File: config.mk
export PLATFORM = sky130hd
export DESIGN_NAME = meter_reading_average_format_top
export DESIGN_NICKNAME = d
export VERILOG_FILES = /design/src/design/mraf_pkg.sv /design/src/design/mraf_window_avg.sv /design/src/design/mraf_calibrate.sv /design/src/design/mraf_format.sv /design/src/design/meter_reading_average_format_top.sv
export VERILOG_INCLUDE_DIRS = /design/src /design/src/design
export SDC_FILE = /design/constraint.sdc
export NUM_CORES = 2
export LEC_CHECK = 0
export CORE_ASPECT_RATIO = 1.2
export CORE_UTILIZATION = 55
export CTS_BUF_LIST = sky130_fd_sc_hd__clkbuf_8
export DETAILED_ROUTE_END_ITERATION = 10
export DONT_BUFFER_PORTS = 1
export GPL_TIMING_DRIVEN = 0
export PLACE_DENSITY = 0.78
export SETUP_SLACK_MARGIN = 0.5
export SLEW_MARGIN = 40
export SYNTH_ARGS = -nofsm -noshare
export SYNTH_HDL_FRONTEND = slang
export SYNTH_SLANG_ARGS = --single-unit
File: constraint.sdc
create_clock -name clk -period 10.85 [get_ports clk]
set_input_delay 0.5425 -clock clk [delete_from_list [all_inputs] [get_ports clk]]
set_output_delay 0.5425 -clock clk [all_outputs]
set_load 0.01 [all_outputs]
File: src/design/meter_reading_average_format_top_defines.svh
// ----------------------------------------------------------------------------
// Assertion macros for the meter reading average and format block
// Shared property wrappers, clocked on the rising edge and disabled in reset.
// ----------------------------------------------------------------------------
`ifndef METER_READING_AVERAGE_FORMAT_TOP_DEFINES_SVH
`define METER_READING_AVERAGE_FORMAT_TOP_DEFINES_SVH

// The consequent must hold in the same cycle as the antecedent.
`define MRAF_ASSERT_NOW(label, clk, rst_n, ante, cons, msg) \
	label: assert property (@(posedge clk) disable iff (!rst_n) (ante) |-> (cons)) \
		else $error(msg);

// The consequent must hold in the cycle after the antecedent.
`define MRAF_ASSERT_NEXT(label, clk, rst_n, ante, cons, msg) \
	label: assert property (@(posedge clk) disable iff (!rst_n) (ante) |=> (cons)) \
		else $error(msg);

`endif

File: src/design/mraf_pkg.sv
// ----------------------------------------------------------------------------
// Meter reading average and format package
// Configuration layout, register indexes, digit record and dot codes.
// ----------------------------------------------------------------------------
`default_nettype none

package mraf_pkg;

	localparam int VAL_W       = 16;
	localparam int SHIFT_W     = 5;
	localparam int CFG_INDEX_W = 3;
	localparam int CFG_DATA_W  = 16;
	localparam int DIGIT_W     = 4;
	localparam int DOT_W       = 2;
	localparam int OUT_DATA_W  = 16;

	// Register indexes on the configuration port.
	localparam logic [CFG_INDEX_W-1:0] REG_VOLTAGE_GAIN   = 3'd0;
	localparam logic [CFG_INDEX_W-1:0] REG_VOLTAGE_OFFSET = 3'd1;
	localparam logic [CFG_INDEX_W-1:0] REG_CURRENT_GAIN   = 3'd2;
	localparam logic [CFG_INDEX_W-1:0] REG_CURRENT_OFFSET = 3'd3;
	localparam logic [CFG_INDEX_W-1:0] REG_SCALE_SHIFT    = 3'd4;

	typedef struct packed {
		logic [VAL_W-1:0]   voltage_gain;
		logic [VAL_W-1:0]   voltage_offset;
		logic [VAL_W-1:0]   current_gain;
		logic [VAL_W-1:0]   current_offset;
		logic [SHIFT_W-1:0] scale_shift;
	} cfg_t;

	// An offset of 65531 on the current channel amounts to minus five.
	localparam cfg_t CFG_RESET = '{
		voltage_gain:   16'd1550,
		voltage_offset: 16'd0,
		current_gain:   16'd500,
		current_offset: 16'd65531,
		scale_shift:    5'd10
	};

	// Dot position codes.
	localparam logic [DOT_W-1:0] DOT_NONE       = 2'd0;
	localparam logic [DOT_W-1:0] DOT_AFTER_HIGH = 2'd1;
	localparam logic [DOT_W-1:0] DOT_AFTER_MID  = 2'd2;

	localparam logic [DIGIT_W-1:0] DIGIT_MAX = 4'd9;

	typedef struct packed {
		logic [DIGIT_W-1:0] high;
		logic [DIGIT_W-1:0] mid;
		logic [DIGIT_W-1:0] low;
		logic [DOT_W-1:0]   dot;
	} digits_t;

endpackage

`default_nettype wire

File: src/design/mraf_window_avg.sv
// ----------------------------------------------------------------------------
// Moving window average
// Per-channel sample window in one memory, running totals and the average.
// ----------------------------------------------------------------------------
`default_nettype none

`include "meter_reading_average_format_top_defines.svh"

module mraf_window_avg import mraf_pkg::*; #(
	parameter int WINDOW_DEPTH = 32,
	parameter int SAMPLE_BITS  = 10
) (
	input  wire logic                   clk,
	input  wire logic                   arst_n,
	input  wire logic                   in_valid,
	output logic                        in_ready,
	input  wire logic                   in_channel,
	input  wire logic [SAMPLE_BITS-1:0] in_sample,
	output logic                        out_valid,
	input  wire logic                   out_ready,
	output logic                        out_channel,
	output logic [SAMPLE_BITS-1:0]      out_avg
);

	localparam int SLOT_W  = $clog2(WINDOW_DEPTH);
	localparam int ADDR_W  = $clog2(2 * WINDOW_DEPTH);
	localparam int TOTAL_W = SAMPLE_BITS + SLOT_W;
	// Exact division of the total by the depth through a rounded-up reciprocal.
	localparam int RECIP_K = TOTAL_W + SLOT_W;
	localparam int RECIP_W = TOTAL_W + 2;
	localparam int PROD_W  = TOTAL_W + RECIP_W;
	localparam longint unsigned RECIP_M =
		((64'd1 << RECIP_K) + 64'(WINDOW_DEPTH) - 64'd1) / 64'(WINDOW_DEPTH);
	localparam logic [RECIP_W-1:0] RECIP_C = RECIP_M[RECIP_W-1:0];
	localparam logic [SLOT_W-1:0]  SLOT_LAST = SLOT_W'(WINDOW_DEPTH - 1);
	localparam logic [TOTAL_W-1:0] TOTAL_MAX =
		TOTAL_W'(WINDOW_DEPTH * ((2 ** SAMPLE_BITS) - 1));

	logic [SAMPLE_BITS-1:0] window_q [2 * WINDOW_DEPTH];
	logic [SLOT_W-1:0]      slot_q [2];
	logic                   wrapped_q [2];
	logic [TOTAL_W-1:0]     total_q [2];

	logic                   valid_s1, ch_s1, old_ok_s1;
	logic [SAMPLE_BITS-1:0] rd_data_s1, smp_s1;
	logic                   valid_s2, ch_s2;
	logic [SAMPLE_BITS-1:0] avg_s2;

	logic                   free_s1, free_s2, accept, move_s1;
	logic [SLOT_W-1:0]      slot_cur;
	logic [ADDR_W-1:0]      addr;
	logic [SAMPLE_BITS-1:0] old_smp;
	logic [TOTAL_W-1:0]     total_cur, total_next;
	logic [PROD_W-1:0]      prod;

	assign free_s2  = !valid_s2 || out_ready;
	assign free_s1  = !valid_s1 || free_s2;
	assign move_s1  = valid_s1 && free_s2;
	assign in_ready = free_s1;
	assign accept   = in_valid && free_s1;

	assign slot_cur = slot_q[in_channel];
	assign addr     = in_channel ? ADDR_W'(WINDOW_DEPTH) + ADDR_W'(slot_cur)
	                             : ADDR_W'(slot_cur);

	// The oldest sample counts only once the channel's window has been filled.
	assign old_smp    = old_ok_s1 ? rd_data_s1 : '0;
	assign total_cur  = total_q[ch_s1];
	assign total_next = total_cur - TOTAL_W'(old_smp) + TOTAL_W'(smp_s1);
	assign prod       = PROD_W'(total_cur) * PROD_W'(RECIP_C);

	// Read-first: the slot's old sample comes out as the new one goes in.
	always_ff @(posedge clk) begin
		if (accept) begin
			rd_data_s1     <= window_q[addr];
			window_q[addr] <= in_sample;
		end
	end

	always_ff @(posedge clk or negedge arst_n) begin
		if (!arst_n) begin
			valid_s1     <= 1'b0;
			valid_s2     <= 1'b0;
			slot_q[0]    <= '0;
			slot_q[1]    <= '0;
			wrapped_q[0] <= 1'b0;
			wrapped_q[1] <= 1'b0;
			total_q[0]   <= '0;
			total_q[1]   <= '0;
		end else begin
			if (free_s1) begin
				valid_s1 <= in_valid;
			end
			if (free_s2) begin
				valid_s2 <= valid_s1;
			end
			if (accept) begin
				if (slot_cur == SLOT_LAST) begin
					slot_q[in_channel]    <= '0;
					wrapped_q[in_channel] <= 1'b1;
				end else begin
					slot_q[in_channel] <= slot_cur + 1'b1;
				end
			end
			if (move_s1) begin
				total_q[ch_s1] <= total_next;
			end
		end
	end

	always_ff @(posedge clk) begin
		if (accept) begin
			ch_s1     <= in_channel;
			smp_s1    <= in_sample;
			old_ok_s1 <= wrapped_q[in_channel];
		end
		if (move_s1) begin
			ch_s2  <= ch_s1;
			avg_s2 <= prod[RECIP_K +: SAMPLE_BITS];
		end
	end

	assign out_valid   = valid_s2;
	assign out_channel = ch_s2;
	assign out_avg     = avg_s2;

	`MRAF_ASSERT_NOW(a_total_bound, clk, arst_n, 1'b1,
		total_q[0] <= TOTAL_MAX && total_q[1] <= TOTAL_MAX,
		"window total beyond a full window of largest samples")
	`MRAF_ASSERT_NEXT(a_wrap_sticky, clk, arst_n, wrapped_q[0] && wrapped_q[1],
		wrapped_q[0] && wrapped_q[1], "window fill flag cleared after wrap")

endmodule

`default_nettype wire

File: src/design/mraf_calibrate.sv
// ----------------------------------------------------------------------------
// Calibration
// Adds the channel offset, multiplies by the gain and shifts the product down.
// ----------------------------------------------------------------------------
`default_nettype none

module mraf_calibrate import mraf_pkg::*; #(
	parameter int SAMPLE_BITS = 10
) (
	input  wire logic                   clk,
	input  wire logic                   arst_n,
	input  wire cfg_t                   cfg,
	input  wire logic                   in_valid,
	output logic                        in_ready,
	input  wire logic                   in_channel,
	input  wire logic [SAMPLE_BITS-1:0] in_avg,
	output logic                        out_valid,
	input  wire logic                   out_ready,
	output logic                        out_channel,
	output logic [VAL_W-1:0]            out_value
);

	logic                 valid_s3, ch_s3, valid_s4, ch_s4;
	logic [2*VAL_W-1:0]   prod_s3;
	logic [VAL_W-1:0]     value_s4;
	logic                 free_s3, free_s4, accept, move_s3;
	logic [VAL_W-1:0]     base, gain;

	assign free_s4  = !valid_s4 || out_ready;
	assign free_s3  = !valid_s3 || free_s4;
	assign move_s3  = valid_s3 && free_s4;
	assign in_ready = free_s3;
	assign accept   = in_valid && free_s3;

	// The offset add wraps at 16 bits.
	assign base = VAL_W'(in_avg) + (in_channel ? cfg.current_offset : cfg.voltage_offset);
	assign gain = in_channel ? cfg.current_gain : cfg.voltage_gain;

	always_ff @(posedge clk or negedge arst_n) begin
		if (!arst_n) begin
			valid_s3 <= 1'b0;
			valid_s4 <= 1'b0;
		end else begin
			if (free_s3) begin
				valid_s3 <= in_valid;
			end
			if (free_s4) begin
				valid_s4 <= valid_s3;
			end
		end
	end

	always_ff @(posedge clk) begin
		if (accept) begin
			ch_s3   <= in_channel;
			prod_s3 <= (2*VAL_W)'(base) * (2*VAL_W)'(gain);
		end
		if (move_s3) begin
			ch_s4    <= ch_s3;
			value_s4 <= VAL_W'(prod_s3 >> cfg.scale_shift);
		end
	end

	assign out_valid   = valid_s4;
	assign out_channel = ch_s4;
	assign out_value   = value_s4;

endmodule

`default_nettype wire

File: src/design/mraf_format.sv
// ----------------------------------------------------------------------------
// Decimal formatter
// Splits the calibrated value into three digits and a dot, holds shown digits.
// ----------------------------------------------------------------------------
`default_nettype none

`include "meter_reading_average_format_top_defines.svh"

module mraf_format import mraf_pkg::*; (
	input  wire logic             clk,
	input  wire logic             arst_n,
	input  wire logic             in_valid,
	output logic                  in_ready,
	input  wire logic             in_channel,
	input  wire logic [VAL_W-1:0] in_value,
	output logic                  out_valid,
	input  wire logic             out_ready,
	output logic                  out_channel,
	output digits_t               out_digits
);

	localparam int QUOT_W = 13;
	localparam int WPROD_W = 33;
	localparam int NPROD_W = 27;
	localparam logic [VAL_W-1:0] BIG_LIMIT = 16'd1000;
	localparam logic [3:0] DEC_BASE = 4'd10;
	// Rounded-up reciprocals; each is exact over its whole input range.
	localparam logic [16:0] WIDE_DIV10_M = 17'd104858;
	localparam int          WIDE_DIV10_K = 20;
	localparam logic [13:0] DIV10_M      = 14'd13108;
	localparam int          DIV10_K      = 17;
	localparam logic [13:0] DIV100_M     = 14'd10486;
	localparam int          DIV100_K     = 20;
	localparam logic [13:0] DIV1000_M    = 14'd8389;
	localparam int          DIV1000_K    = 23;

	logic               valid_s5, ch_s5, big_s5;
	logic [VAL_W-1:0]   value_s5;
	logic [QUOT_W-1:0]  quot_s5;
	logic               valid_s6, ch_s6, big_s6;
	logic [QUOT_W-1:0]  x_s6;
	logic [9:0]         q1_s6;
	logic [6:0]         q2_s6;
	logic [2:0]         q3_s6;
	logic               out_valid_q, out_channel_q;
	digits_t            out_digits_q;
	digits_t            shown_q [2];

	logic               free_o, free_s6, free_s5, accept, move_s5, move_s6;
	logic               big_in;
	logic [WPROD_W-1:0] wide_prod;
	logic [QUOT_W-1:0]  x_sel;
	logic [NPROD_W-1:0] p1, p2, p3;
	logic [QUOT_W-1:0]  low_full;
	logic [9:0]         mid_full;
	logic [6:0]         high_full;
	digits_t            new_d, old_d, show_d;
	logic               keep;

	assign free_o   = !out_valid_q || out_ready;
	assign free_s6  = !valid_s6 || free_o;
	assign free_s5  = !valid_s5 || free_s6;
	assign move_s5  = valid_s5 && free_s6;
	assign move_s6  = valid_s6 && free_o;
	assign in_ready = free_s5;
	assign accept   = in_valid && free_s5;

	// Values of 1000 and above lose their last digit first.
	assign big_in    = in_value >= BIG_LIMIT;
	assign wide_prod = WPROD_W'(in_value) * WPROD_W'(WIDE_DIV10_M);

	assign x_sel = big_s5 ? quot_s5 : QUOT_W'(value_s5);
	assign p1    = NPROD_W'(x_sel) * NPROD_W'(DIV10_M);
	assign p2    = NPROD_W'(x_sel) * NPROD_W'(DIV100_M);
	assign p3    = NPROD_W'(x_sel) * NPROD_W'(DIV1000_M);

	// Each digit is a quotient less ten times the next one up; thousands drop.
	assign low_full  = x_s6 - QUOT_W'(q1_s6) * QUOT_W'(DEC_BASE);
	assign mid_full  = q1_s6 - 10'(q2_s6) * 10'(DEC_BASE);
	assign high_full = q2_s6 - 7'(q3_s6) * 7'(DEC_BASE);

	always_comb begin
		new_d.high = high_full[DIGIT_W-1:0];
		new_d.mid  = mid_full[DIGIT_W-1:0];
		new_d.low  = low_full[DIGIT_W-1:0];
		if (ch_s6) begin
			new_d.dot = big_s6 ? DOT_AFTER_HIGH : DOT_NONE;
		end else begin
			new_d.dot = big_s6 ? DOT_AFTER_MID : DOT_AFTER_HIGH;
		end
	end

	// Below the limit the last digit is held while the rest of the reading stands still.
	assign old_d  = shown_q[ch_s6];
	assign keep   = !big_s6 && new_d.high == old_d.high && new_d.mid == old_d.mid
	                && new_d.dot == old_d.dot;
	assign show_d = keep ? old_d : new_d;

	always_ff @(posedge clk or negedge arst_n) begin
		if (!arst_n) begin
			valid_s5    <= 1'b0;
			valid_s6    <= 1'b0;
			out_valid_q <= 1'b0;
			shown_q[0]  <= '0;
			shown_q[1]  <= '0;
		end else begin
			if (free_s5) begin
				valid_s5 <= in_valid;
			end
			if (free_s6) begin
				valid_s6 <= valid_s5;
			end
			if (free_o) begin
				out_valid_q <= valid_s6;
			end
			if (move_s6) begin
				shown_q[ch_s6] <= show_d;
			end
		end
	end

	always_ff @(posedge clk) begin
		if (accept) begin
			ch_s5    <= in_channel;
			big_s5   <= big_in;
			value_s5 <= in_value;
			quot_s5  <= wide_prod[WIDE_DIV10_K +: QUOT_W];
		end
		if (move_s5) begin
			ch_s6  <= ch_s5;
			big_s6 <= big_s5;
			x_s6   <= x_sel;
			q1_s6  <= p1[DIV10_K +: 10];
			q2_s6  <= p2[DIV100_K +: 7];
			q3_s6  <= p3[DIV1000_K +: 3];
		end
		if (move_s6) begin
			out_channel_q <= ch_s6;
			out_digits_q  <= show_d;
		end
	end

	assign out_valid   = out_valid_q;
	assign out_channel = out_channel_q;
	assign out_digits  = out_digits_q;

	`MRAF_ASSERT_NOW(a_digit_range, clk, arst_n, out_valid_q,
		out_digits_q.high <= DIGIT_MAX && out_digits_q.mid <= DIGIT_MAX &&
		out_digits_q.low <= DIGIT_MAX, "shown digit is not decimal")
	`MRAF_ASSERT_NOW(a_current_dot, clk, arst_n, out_valid_q && out_channel_q,
		out_digits_q.dot != DOT_AFTER_MID, "current reading with voltage dot place")

endmodule

`default_nettype wire

File: src/design/meter_reading_average_format_top.sv
// ----------------------------------------------------------------------------
// Meter reading average and format, top level
// Moving average per channel, calibration and a three-digit decimal readout.
// ----------------------------------------------------------------------------
//
//   Port group   Direction   Carries
//   s_*          in          one ADC sample per item: tdata sample, tuser channel
//   m_*          out         one readout per item: tdata digits and dot, tuser channel
//   cfg_*        in          register writes: cfg_index selects, cfg_data holds the value
//
// One item is accepted in every clock cycle while the output side takes results.
// An accepted item passes through the window memory read and the division by the
// window depth, then through calibration, then the decimal split and the output
// register. The window memory has one port that reads the oldest sample and writes
// the new one in the cycle of accept. After reset the block is ready at once; a
// per-channel wrap flag makes unfilled window slots count as zero, so no clearing
// pass is needed.
// Each stage holds its item only while the stage after it is full and stalled, so
// input items keep flowing into empty stages while a finished result waits.
// Configuration writes are taken in every cycle and are meant for an idle block.
// ----------------------------------------------------------------------------
`default_nettype none

module meter_reading_average_format_top import mraf_pkg::*; #(
	parameter int WINDOW_DEPTH = 32,
	parameter int SAMPLE_BITS  = 10
) (
	input  wire logic                                 clk,
	input  wire logic                                 arst_n,
	input  wire logic                                 s_tvalid,
	output logic                                      s_tready,
	// [SAMPLE_BITS-1:0] sample, upper bits padding
	input  wire logic [((SAMPLE_BITS + 7) / 8)*8-1:0] s_tdata,
	// [0] channel: 0 voltage, 1 current
	input  wire logic                                 s_tuser,
	output logic                                      m_tvalid,
	input  wire logic                                 m_tready,
	// [3:0] digit_high, [7:4] digit_mid, [11:8] digit_low, [13:12] dot_place, [15:14] zero
	output logic [OUT_DATA_W-1:0]                     m_tdata,
	// [0] out_channel: 0 voltage, 1 current
	output logic                                      m_tuser,
	input  wire logic                                 cfg_valid,
	output logic                                      cfg_ready,
	input  wire logic [CFG_INDEX_W-1:0]               cfg_index,
	input  wire logic [CFG_DATA_W-1:0]                cfg_data
);

	cfg_t cfg_q;

	logic                   avg_valid, avg_ready, avg_channel;
	logic [SAMPLE_BITS-1:0] avg_value;
	logic                   cal_valid, cal_ready, cal_channel;
	logic [VAL_W-1:0]       cal_value;
	digits_t                out_digits;

	// Writes to an index beyond the register list are dropped.
	assign cfg_ready = 1'b1;

	always_ff @(posedge clk or negedge arst_n) begin
		if (!arst_n) begin
			cfg_q <= CFG_RESET;
		end else if (cfg_valid) begin
			unique case (cfg_index)
				REG_VOLTAGE_GAIN:   cfg_q.voltage_gain   <= cfg_data;
				REG_VOLTAGE_OFFSET: cfg_q.voltage_offset <= cfg_data;
				REG_CURRENT_GAIN:   cfg_q.current_gain   <= cfg_data;
				REG_CURRENT_OFFSET: cfg_q.current_offset <= cfg_data;
				REG_SCALE_SHIFT:    cfg_q.scale_shift    <= cfg_data[SHIFT_W-1:0];
				default: begin
				end
			endcase
		end
	end

	// Window average: the average is taken before the new sample joins the window.
	mraf_window_avg #(
		.WINDOW_DEPTH(WINDOW_DEPTH),
		.SAMPLE_BITS (SAMPLE_BITS)
	) u_window_avg (
		.clk        (clk),
		.arst_n     (arst_n),
		.in_valid   (s_tvalid),
		.in_ready   (s_tready),
		.in_channel (s_tuser),
		.in_sample  (s_tdata[SAMPLE_BITS-1:0]),
		.out_valid  (avg_valid),
		.out_ready  (avg_ready),
		.out_channel(avg_channel),
		.out_avg    (avg_value)
	);

	mraf_calibrate #(
		.SAMPLE_BITS(SAMPLE_BITS)
	) u_calibrate (
		.clk        (clk),
		.arst_n     (arst_n),
		.cfg        (cfg_q),
		.in_valid   (avg_valid),
		.in_ready   (avg_ready),
		.in_channel (avg_channel),
		.in_avg     (avg_value),
		.out_valid  (cal_valid),
		.out_ready  (cal_ready),
		.out_channel(cal_channel),
		.out_value  (cal_value)
	);

	// The formatter's last register is the block's output register.
	mraf_format u_format (
		.clk        (clk),
		.arst_n     (arst_n),
		.in_valid   (cal_valid),
		.in_ready   (cal_ready),
		.in_channel (cal_channel),
		.in_value   (cal_value),
		.out_valid  (m_tvalid),
		.out_ready  (m_tready),
		.out_channel(m_tuser),
		.out_digits (out_digits)
	);

	assign m_tdata = OUT_DATA_W'({out_digits.dot, out_digits.low, out_digits.mid,
	                              out_digits.high});

endmodule

`default_nettype wire
==> flow_metrics.env <==
export IMPL_grt_pass1_wl_um=237000
export IMPL_met1_usage_pct=37.2
export IMPL_die_x_um=298
export IMPL_final_common_cell="edfxtp_1"
export IMPL_async_reset_ff_share_pct=15.7
export IMPL_instances_no_fill=6365
export IMPL_gp_congestion=0.999
export IMPL_fmax_mhz=98.8
export IMPL_min_period_over_period_pct=93.3
export IMPL_pre_cts_ws_ns=-0.945
export IMPL_postLayoutCellArea_mm2=0.0633
export IMPL_root_buffer="clkbuf_8"
export IMPL_synth_cell_type_count=86
export IMPL_grt_pass1_vias=40300
export IMPL_clk_latency_ns=0.90
export IMPL_worst_path_most_repeated_cell="fa_1"
export IMPL_layout_nets=5785
export IMPL_met3_usage_pct=7.09
export IMPL_drtIter0Drc=4702
export IMPL_clkSinkCount=929
export IMPL_finalClockSkew_ns=0.0818
export IMPL_cp_arrival_ns=10.68
export IMPL_synth_ff_type="edfxtp_1"
export IMPL_ys_seq_area_share_pct=47.1
export IMPL_place_hpwl_um=113000
export IMPL_setup_slack_ns=0.727
export IMPL_cp_end_kind="flip-flop"
export IMPL_io_pins=61
export IMPL_rows=129
export IMPL_critPathMaxFanout=10
export IMPL_finalSetupViolCount=0
export IMPL_top_usage_layer="met2"
export IMPL_synth_seq_cells=929
export IMPL_cts_buffer_depth=3
export IMPL_critPathKind="reg -> reg"
export IMPL_dpl_cell_count=6067
export IMPL_clk_pin_slew_worst_paths_ns=0.07
export IMPL_cts_tree="done"
export IMPL_crit_buf_inv=10
export IMPL_placedInstanceArea_mm2=0.0598
export IMPL_drv_cap=0
export IMPL_critPathTopFamily="adder cells"
export IMPL_worstMarginPinSlew_ns=0.991
export IMPL_slew_viol_final=0
export IMPL_grt_max_degree=147
export IMPL_post_route_min_period_ns=10.12
export IMPL_critical_path_max_stage_delay_ns=0.58
export IMPL_remaining_drc_errors=0
export IMPL_grt_usage_pct=29.9
export IMPL_viasPerCell=6.19
export IMPL_crit_path_top_delay_cell="fa_1"
export IMPL_vias=39400
export IMPL_synthToLayoutAreaGrowth_pct=9.73
export IMPL_wl_per_cell_um=24.8
export IMPL_use_met2_pct=48.4
export IMPL_die_area_mm2=0.106
export IMPL_synth_avg_cell_area_um2=12.3
export IMPL_core_mm2=0.104
export IMPL_synthCells=4686
export IMPL_io_buffers=0
export IMPL_antenna_found_initial=4
export IMPL_cts_max_level=4
export IMPL_rsz0062_at_grt="no"
export IMPL_drive_gt1_share_pct=11.9
export IMPL_cp_start_kind="flip-flop"
export IMPL_required_ns=11.40
export IMPL_final_hold_viol_count=0
export IMPL_status="finished clean"
export IMPL_synth_edf_count=783
export IMPL_drt_pass1_iter_count=6
export IMPL_wl_um=158000
export IMPL_overflow=0
export IMPL_initial_core_util_pct=55.7
export IMPL_ys_warn_count=0
export IMPL_slew_headroom_pct=34.0
export IMPL_numCtsBuffers=140
export IMPL_synth_area_mm2=0.0577
export IMPL_mostFrequentLayoutCells="edfxtp_1, inv_1, ha_1"
export IMPL_r2r_setup_slack_ns=0.73
export IMPL_final_antenna_net_count=0
export IMPL_hp_class="in -> reg"
export IMPL_die_y_um=357
[synth_stat cells, types with 47 or more instances]
library cell	n	area share [%]
edfxtp_1	783	41
inv_1	657	4.3
ha_1	463	10
fa_1	404	14
nand2_1	353	2.3
nor2_1	275	1.8
a22oi_1	190	2.5
o21ai_0	132	1.1
a21oi_1	121	1.0
mux2_2	120	2.3
dfrtp_1	118	5.1
mux2i_1	101	1.8
clkbuf_1	100	0.65
xnor2_1	79	1.2
buf_2	60	0.52
a221oi_1	58	0.88
nor3_1	51	0.44
nand3_1	47	0.41
[layer usage]
layer | share of wire, % | up-vias
li1 | - | 16900
met1 | 36 | 19300
met2 | 47 | 2554
met3 | 11 | 558
met4 | 5.7 | 0
met5 | 0 | -
[sequential cells by signal, indices dropped and copies added (netlist names), 13 cells and up]
name                   cells
u_format.value_s5         13
u_format.out_digits       14
u_calibrate.out_value     16
cfg_q                     69
u_window_avg.window_q    640
u_format.shown_q          28
u_format.quot_s5          13
u_window_avg.total_q      30
u_calibrate.prod_s3       32
[area by class of cell]
| type | instances | area (µm²) |
|---|---|---|
| Antenna cell | 5 | 12.5 |
| Tap cell | 1375 | 1720 |
| Timing Repair Buffer | 48 | 676 |
| Clock inverter | 103 | 648 |
| Fill cell | 7886 | 40300 |
| Multi-Input combinational cell | 2908 | 27700 |
| Clock buffer | 147 | 2020 |
| Sequential cell | 929 | 27200 |
| Buffer | 192 | 913 |
| Inverter | 658 | 2470 |
[stage by stage]
step	hold WS [ns]	utilization [%]	TNS, ns
after floorplan	0.247	-	0
after global routing	0.0250	61.1	0
after global placement	0.253	57.4	-8.67
after CTS	0.00979	61.0	0
final	0.0198	61.1	0
after detailed placement	0.253	57.7	-8.79
[repair_timing]
item                       CTS  global route
hold endpoints to repair   871             0
gates cloned                 0             0
pin swaps                    8             5
hold buffers                32             0
gates resized for setup     23            15
setup endpoints to repair   19             9
buffers inserted             7             3
[cell families after synthesis]
group | synth area share [%]
AO/OA/AOI/OAI | 9.65
multiplexers | 4.70
flip-flops | 47.1
adder cells (fa/ha/maj) | 24.0
other | 0.0130
buffers and inverters | 5.75
XOR/XNOR | 1.74
AND/OR/NAND/NOR | 6.97
[worst paths after layout]
path	start	endpoint	cells past startpoint
worst min-delay path	s_tdata[0]	u_window_avg.window_q[5][0]	1
worst max-delay path	u_window_avg.out_channel	u_calibrate.prod_s3[30]	36
max in group asynchronous	arst_n	cfg_q[33]	3
worst max register to register	u_window_avg.out_channel	u_calibrate.prod_s3[30]	36
worst min register to register	u_calibrate.out_channel	u_format.ch_s5	0
min in group asynchronous	arst_n	u_format.shown_q[19]	2
Power is left out: the tool's default activity adds up to more than one toggle a clock period on the data nets, which glitch-free logic cannot reach.
